[src/hw/rtl/assert_macros.svh]
// Assertion macros, included by pagerank_push_update_unit.sv.
// Uses clk_i and rst_ni of the including module.
`ifndef ASSERT_MACROS_SVH
`define ASSERT_MACROS_SVH
`ifndef SYNTHESIS
`define PPU_ASSERT(lbl, prop) \
  lbl: assert property (@(posedge clk_i) disable iff (!rst_ni) prop) \
    else $error("assertion failed");
`define PPU_NEVER(lbl, expr) \
  lbl: assert property (@(posedge clk_i) disable iff (!rst_ni) !(expr)) \
    else $error("forbidden condition seen");
`else
`define PPU_ASSERT(lbl, prop)
`define PPU_NEVER(lbl, expr)
`endif
`endif

[src/hw/rtl/ppu_pkg.sv]
// Package of the push PageRank update unit: widths, constants, word types.
// No dependencies.
`timescale 1ns / 1ps
`default_nettype none
package ppu_pkg;
  localparam int NUM_VERTICES = 4096;
  localparam int VTX_W        = $clog2(NUM_VERTICES);
  localparam int RANK_W       = 48;
  localparam int DEG_W        = 16;
  // the serial divider only handles rank / degree
  localparam int DIV_W        = RANK_W;
  localparam int CNT_W        = $clog2(DIV_W);

  // divide by 6: 16-bit digits, MSB first, reciprocal multiply per digit
  localparam int DIG_W        = 16;
  localparam int NUM_DIG      = RANK_W / DIG_W;
  localparam int DCNT_W       = $clog2(NUM_DIG);
  localparam int RECIP_W      = 20;
  localparam int RECIP_SH     = 22;
  // ceil(2^22 / 6), exact for digit values below 2^21
  localparam logic [RECIP_W-1:0] RECIP6 = RECIP_W'(699051);

  localparam logic [RANK_W-1:0] RANK_INIT = RANK_W'(100000);
  localparam logic [RANK_W-1:0] RANK_BASE = RANK_W'(15000);
  localparam logic [RANK_W-1:0] RANK_MAX  = '1;

  typedef enum logic [1:0] {
    OP_PUSH  = 2'd0,
    OP_APPLY = 2'd1,
    OP_READ  = 2'd2
  } op_e;

  typedef struct packed {
    logic [1:0]       op;
    logic [VTX_W-1:0] src_vertex;
    logic [VTX_W-1:0] dst_vertex;
    logic [DEG_W-1:0] src_degree;
  } in_word_t;

  typedef struct packed {
    logic [VTX_W-1:0]  vertex;
    logic [RANK_W-1:0] rank_value;
    logic              saturated;
  } out_word_t;

  typedef struct packed {
    logic             start;
    logic [DIV_W-1:0] dividend;
    logic [DEG_W-1:0] divisor;
  } div_req_t;
endpackage
`default_nettype wire

[src/hw/rtl/ppu_div.sv]
// Restoring divider, one quotient bit per cycle.
// Depends on ppu_pkg.
`timescale 1ns / 1ps
`default_nettype none
module ppu_div (
  input  wire logic                   clk_i,
  input  wire logic                   rst_ni,
  input  wire ppu_pkg::div_req_t      req_i,
  output logic                        done_o,
  output logic [ppu_pkg::DIV_W-1:0]   quot_o
);
  import ppu_pkg::*;

  logic [DEG_W:0]   rem_q, rem_d;
  logic [DIV_W-1:0] quot_q, quot_d;
  logic [DEG_W-1:0] dvs_q;
  logic [CNT_W-1:0] cnt_q, cnt_d;
  logic             busy_q, busy_d, done_q, done_d;
  logic [DEG_W:0]   trial;
  logic             fits;

  // one restoring step
  always_comb begin
    trial  = {rem_q[DEG_W-1:0], quot_q[DIV_W-1]};
    fits   = trial >= {1'b0, dvs_q};
    rem_d  = fits ? trial - {1'b0, dvs_q} : trial;
    quot_d = {quot_q[DIV_W-2:0], fits};
    cnt_d  = cnt_q + CNT_W'(1);
    busy_d = busy_q && (cnt_q != CNT_W'(DIV_W - 1));
    done_d = busy_q && (cnt_q == CNT_W'(DIV_W - 1));
  end

  // control
  always_ff @(posedge clk_i or negedge rst_ni) begin
    if (!rst_ni) begin
      busy_q <= 1'b0;
      done_q <= 1'b0;
      cnt_q  <= '0;
    end else if (req_i.start) begin
      busy_q <= 1'b1;
      done_q <= 1'b0;
      cnt_q  <= '0;
    end else begin
      busy_q <= busy_d;
      done_q <= done_d;
      if (busy_q) begin
        cnt_q <= cnt_d;
      end
    end
  end

  // datapath
  always_ff @(posedge clk_i) begin
    if (req_i.start) begin
      rem_q  <= '0;
      quot_q <= req_i.dividend;
      dvs_q  <= req_i.divisor;
    end else if (busy_q) begin
      rem_q  <= rem_d;
      quot_q <= quot_d;
    end
  end

  assign done_o = done_q;
  assign quot_o = quot_q;
endmodule
`default_nettype wire

[config.mk]
export PLATFORM = sky130hd
export DESIGN_NAME = ppu_div
export DESIGN_NICKNAME = d
export VERILOG_FILES = /design/src/hw/rtl/assert_macros.svh /design/src/hw/rtl/ppu_pkg.sv /design/src/hw/rtl/ppu_div.sv
export SDC_FILE = /design/constraint.sdc
export NUM_CORES = 1
export LEC_CHECK = 0
export CAP_MARGIN = 20
export CORE_ASPECT_RATIO = 1.5
export CORE_MARGIN = 4
export CORE_UTILIZATION = 40
export CTS_CLUSTER_SIZE = 24
export DETAILED_ROUTE_END_ITERATION = 10
export DONT_BUFFER_PORTS = 1
export PLACE_DENSITY_LB_ADDON = 0.3
export SETUP_SLACK_MARGIN = 0.3
export SYNTH_ARGS = -nofsm -noshare
export SYNTH_HDL_FRONTEND = slang
export SYNTH_SLANG_ARGS = --single-unit
[constraint.sdc]
create_clock -name clk_i -period 2 [get_ports clk_i]
set_clock_uncertainty 0.05 [all_clocks]
set_input_delay 0.2 -clock clk_i [delete_from_list [all_inputs] [get_ports clk_i]]
set_output_delay 0.2 -clock clk_i [all_outputs]
set_load 0.02 [all_outputs]
==> results_dict.tcl, run 1 <==
set metrics [dict create \
    worst_setup_path_end_kind "flip-flop" \
    rr_worst_depth 10 \
    p_leak_nw 2.34 \
    worstSkewPairLatency_ns 0.35 \
    antennaDiodeCount 0 \
    netlist_area_um2 4420 \
    path_cells "inv_2 -> ha_2 -> fa_2 -> nand2b_4 -> a211oi_4 -> o21ai_2 -> o21ai_1 -> o311a_1 -> xnor2_1 -> o31ai_1" \
    synth-seq-cells 88 \
    post-route-min-period_ns 2.17 \
    path_max_fanout 4 \
    numPortBuffers 0 \
    clock_sinks 88 \
    timing.rr.end "rem_q[14]" \
    crit_path_start_kind "flip-flop" \
    crit_arrival_ns 2.38 \
    utilization 0.539 \
    gr-total-overflow 0 \
    grt_max_degree 53 \
    post-place-cells 525 \
    area.growth.synth_to_final_pct 30.6 \
    antenna_found_initial 0 \
    violations "setup timing" \
    root_buffer "clkbuf_16" \
    min_path_type "in -> reg" \
    yosysTopAreaCell "edfxtp_1" \
    htreeDepth 3 \
    dp_slack_ns -0.276 \
    dr.pass1.iters 4 \
    drive_gt1_frac 0.404 \
    drt_iter0_markers 92 \
    wl_per_cell_um 17.6 \
    synth_area_leaders "edfxtp_1, mux2_2, dfxtp_1, ha_1, dfrtp_1" \
    route.detailed.drc 0 \
    min-delay-start "req_i[49]" \
    synth_cell_types 51 \
    vias 2963 \
    final_area_um2 5770 \
    rows 46 \
    num-nets-final 506 \
    place_congestion 0.823 \
    initial_core_util 0.413 \
    synth.most_common_cell "edfxtp_1" \
    clk_path_buf_depth 2 \
    syn_nets 430 \
    seq_area_frac_synth 0.553 \
    clock.fmax_mhz 461 \
    crit_slowest_cell "edfxtp_1" \
    avgSynthCellArea_um2 12.8 \
    tightest_slew_ns 0.439 \
    r2r-start "quot_o[47]" \
    postPlaceCellArea_um2 4960 \
    coreArea_um2 10700 \
    io_pins 116 \
    synth_ff_type "edfxtp_1" \
    reg2reg_slack_ns -0.17 \
    maxSlewViolCount 0 \
    grt_pass1_wl_um 16500 \
    synth_top_area_share 0.435 \
    final-instance-count-excl-fill 570 \
    cp.required_ns 2.21 \
    hold_slack_ns 0.0212 \
    cap_viol_max_count 0 \
    worst_slack_ns -0.170 \
    min_to "quot_o[33]" \
    dp_hpwl_um 7030 \
    synthTopCellsByCount "edfxtp_1, mux2_2, nor2_1, inv_1, ha_1" \
    crit_type "reg -> reg" \
    dieArea_um2 12800 \
    clk_pin_slew_worst_paths_ns 0.07 \
    synth_edf_count 64 \
    critPathMaxStageDelay_ns 0.36 \
    viasPerCell 5.20 \
    max-slew-margin-rel 0.706 \
    finalHoldViolCount 0 \
    status "finished, violations left" \
    vdd_drop_max_mv 0.477 \
    grt_pass1_vias 3373 \
    worstHoldPathCells 1 \
    fp.dieH_um 137 \
    power_mw 6.24 \
    post-route-period-util 1.08 \
    setup_tns_ns -2.26 \
    synth_warnings 0 \
    async_reset_ff_frac 0.0909 \
    fp.dieW_um 93.8 \
    synthCells 345 \
    detail-route-antenna-nets 0 \
    grtUsageTotal 0.166 \
    rsz0062_at_grt "yes" \
    cts_tree "built" \
    routed_wl_um 10000 \
    cts_buffers 9 \
    power.density_nw_per_um2 1080 \
    finalSetupViolCount 17 \
]
[layout make-up]
| class | count | area (um^2) |
|---|---|---|
| Fill cell | 997 | 4930 |
| Sequential cell | 88 | 2440 |
| Multi-Input combinational cell | 223 | 2070 |
| Timing Repair Buffer | 78 | 701 |
| Clock buffer | 10 | 239 |
| Tap cell | 144 | 180 |
| Inverter | 21 | 82.6 |
| Clock inverter | 6 | 57.6 |
[critical path: cells and delay by family (launching register included)]
kind                     cells  cell delay [ns]
AO/OA/AOI/OAI                5             0.86
AND/OR/NAND/NOR              1             0.17
flip-flops                   1             0.36
buffers and inverters        1             0.04
XOR/XNOR                     1             0.07
adder cells (fa/ha/maj)      2             0.54
[cell families (layout without fill, tap and decap cells)]
family,Yosys count,after routing,synth area share
buf+inv,34,115,0.0311
xor+xnor,17,17,0.0337
simple gates,69,69,0.0801
flops,88,88,0.553
mux,60,60,0.150
compound gates,59,59,0.0994
fa+ha+maj,18,18,0.0527
[how the worst max path moves through the flow]
stage,startpoint,end,depth (start not counted)
6_report,quot_o[47],rem_q[14],10
5_1_grt,quot_o[47],rem_q[14],10
4_1_cts,quot_o[47],rem_q[14],10
3_5_place_dp,dvs_q[14],rem_q[13],9
3_3_place_gp,dvs_q[12],rem_q[0],9
2_1_floorplan,quot_o[47],rem_q[14],10
[report_power, final]
| part | total, mW | switching (mW) | leakage (nW) | internal, mW |
|---|---|---|---|---|
| clock | 1.68 | 0.773 | 0.148 | 0.910 |
| combinational | 2.03 | 0.861 | 1.30 | 1.17 |
| sequential | 2.53 | 0.319 | 0.901 | 2.22 |
[flip-flops by register name (all words and copies together) (netlist names)]
register	count
quot_o	48
rem_q	16
busy_q	1
done_o	1
cnt_q	6
dvs_q	16
[cells in the final DEF, fill, tap and decap left out, types with 4 or more instances in the layout]
| cell type | Yosys | routed |
|---|---|---|
| xor2_1 | 7 | 7 |
| nand2_1 | 10 | 10 |
| inv_1 | 21 | 15 |
| a21oi_1 | 10 | 7 |
| dfxtp_1 | 16 | 16 |
| ha_1 | 17 | 5 |
| inv_2 | 0 | 5 |
| nor2_1 | 24 | 23 |
| o21ai_0 | 5 | 5 |
| mux2_2 | 47 | 47 |
| clkbuf_16 | 0 | 9 |
| buf_4 | 0 | 53 |
| mux2i_1 | 12 | 11 |
| ha_4 | 0 | 11 |
| dfrtp_1 | 8 | 8 |
| dlygate4sd3_1 | 0 | 17 |
| o21ai_1 | 6 | 5 |
| a211oi_1 | 9 | 8 |
| buf_6 | 1 | 4 |
| a21oi_2 | 3 | 6 |
| edfxtp_1 | 64 | 64 |
| nand2b_1 | 6 | 5 |
| a21o_1 | 4 | 4 |
| nor2b_1 | 4 | 4 |
| xnor2_1 | 10 | 10 |
| nand4_1 | 5 | 5 |
[layer usage]
metal / vias up / routed length, um / track usage / part of all wire
li1: 1436 / - / - / -
met1: 1404 / 3790 / 0.179 / 0.38
met2: 106 / 5250 / 0.284 / 0.52
met3: 17 / 786 / 0.0633 / 0.078
met4: 0 / 199 / 0.0811 / 0.020
met5: - / 0 / 0 / 0
[what timing repair did]
action,CTS,global route
pin swaps,17,18
gates resized for setup,20,17
gates cloned,1,0
hold buffers,18,0
endpoints found under the hold margin,57,0
setup endpoints to repair,17,17
setup buffers,4,6
Note: power is estimated with default switching activity, not from simulation.
==> run 2: changes to the inputs <==
Settings changed: SKIP_CTS_REPAIR_TIMING set to 1.
==> run 2 against run 1 <==
  * Global-route usage fell by 0.74 points
  * Critical path depth did not move
  * Sequential cell count unchanged
  * The flow still finishes with violations (setup timing)
  * Critical path type unchanged
  * Hold slack barely moved
==> results_dict.tcl, run 2 (same netlist as run 1, synthesis figures left out) <==
set metrics [dict create \
    status "finished, violations left" \
    violations "setup timing" \
    crit_path_start_kind "flip-flop" \
    initial_core_util 0.413 \
    post-route-period-util 1.09 \
    detail-route-antenna-nets 0 \
    hold_slack_ns 0.0215 \
    routed_wl_um 10100 \
    min_path_type "in -> reg" \
    fp.dieW_um 93.8 \
    coreArea_um2 10700 \
    wl_per_cell_um 17.7 \
    fillers 1004 \
    dr.pass1.iters 4 \
    vdd_drop_max_mv 0.478 \
    tightest_slew_ns 0.427 \
    clock.fmax_mhz 458 \
    antenna_found_initial 0 \
    utilization 0.531 \
    grt_pass1_vias 3220 \
    vias 2948 \
    worstSkewPairLatency_ns 0.34 \
    post-route-min-period_ns 2.18 \
    gr-total-overflow 0 \
    grtUsageTotal 0.159 \
    grt_max_degree 85 \
    finalSetupViolCount 17 \
    path_max_fanout 4 \
    internal_power_mw 4.23 \
    viasPerCell 5.18 \
    drive_gt1_frac 0.381 \
    final_common_cell "edfxtp_1" \
    clk_path_buf_depth 2 \
    numPortBuffers 0 \
    crit_type "reg -> reg" \
    clk_pin_slew_worst_paths_ns 0.07 \
    final_area_um2 5690 \
    antennaDiodeCount 0 \
    route.detailed.drc 0 \
    root_buffer "clkbuf_16" \
    largest_register_ffs 48 \
    cts_buffers 9 \
    dp_slack_ns -0.276 \
    worst_slack_ns -0.184 \
    crit_arrival_ns 2.39 \
    cts_tree "built" \
    dp_hpwl_um 7030 \
    num-nets-final 505 \
    clock_sinks 88 \
    cp.required_ns 2.21 \
    dieArea_um2 12800 \
    grt_pass1_wl_um 15800 \
    maxSlewViolCount 0 \
    postPlaceCellArea_um2 4960 \
    most-common-layout-cells "edfxtp_1, buf_4, mux2_2" \
    htreeDepth 3 \
    worst_setup_path_end_kind "flip-flop" \
    finalHoldViolCount 0 \
    switching_share 0.313 \
    pwr-share-clk 0.274 \
    area.growth.synth_to_final_pct 28.7 \
    multi_input_area_um2 1990 \
    comb_power_share 0.316 \
    io_pins 116 \
    cap_viol_max_count 0 \
    setup_tns_ns -2.59 \
    rsz0062_at_grt "yes" \
    p_leak_nw 2.35 \
    max-slew-margin-rel 0.714 \
    final-seq-area_um2 2440 \
    pwr-share-seq 0.410 \
    place_congestion 0.823 \
    fp.dieH_um 137 \
    power.density_nw_per_um2 1080 \
    rows 46 \
    p_switching_mw 1.93 \
    drt_iter0_markers 87 \
]
## run 2: cell count changes in the layout (fill, tap and decap cells not counted), sizes merged
| cell | previous run | this run |
|---|---|---|
| buf | 61 | 58 |
| clkbuf | 10 | 11 |
| dlygate4sd3 | 17 | 18 |
## run 2: critical path: stages (launching register included)
cell      delay, ns
edfxtp_1       0.36
inv_2          0.05
ha_2           0.19
fa_2           0.35
nand2b_4       0.17
a211oi_4       0.28
o21ai_2        0.10
o21ai_1        0.12
o311a_1        0.19
xnor2_1        0.07
o31ai_1        0.17
## run 2: per-layer routing
metal | up-vias | global-route usage | share of wire
li1 | 1435 | - | -
met1 | 1397 | 0.171 | 0.38
met2 | 98 | 0.267 | 0.51
met3 | 18 | 0.0677 | 0.075
met4 | 0 | 0.0755 | 0.028
met5 | - | 0 | 0
## run 2: power by group through the flow
stage	registers [mW]	logic (mW)	clock network, mW
floorplan	2.50	1.09	0
global placement	2.55	1.62	0
detailed placement	2.54	1.65	0
CTS	2.51	1.66	1.73
global route	2.55	2.14	1.81
finish	2.52	1.94	1.68
## run 2: worst paths after layout
path                       slack [ns]          to  cells past startpoint  startpoint
hold / removal                   0.02  quot_o[33]                      1   req_i[49]
setup / recovery                -0.18   rem_q[14]                     10  quot_o[47]
min in group asynchronous        0.14    cnt_q[5]                      1      rst_ni
max in group asynchronous        1.50    cnt_q[2]                      1      rst_ni
hold reg to reg                  0.46    rem_q[6]                      2    rem_q[6]
setup reg to reg                -0.18   rem_q[14]                     10  quot_o[47]
## run 2: cell type report
cell class,instances,share of cell area
repair buffers,77,0.122
clock inverters,6,0.0101
inverters,21,0.0145
clock buffers,10,0.0420
well taps,144,0.0317
flip-flops and latches,88,0.429
multi-input cells,223,0.351
## run 2: per-stage QoR
stage                     total power, mW  cells
after CTS                            5.90    541
after detailed placement             4.20    525
after floorplan                      3.59    345
final                                6.15    569
after global placement               4.17    525
after global routing                 6.51    569
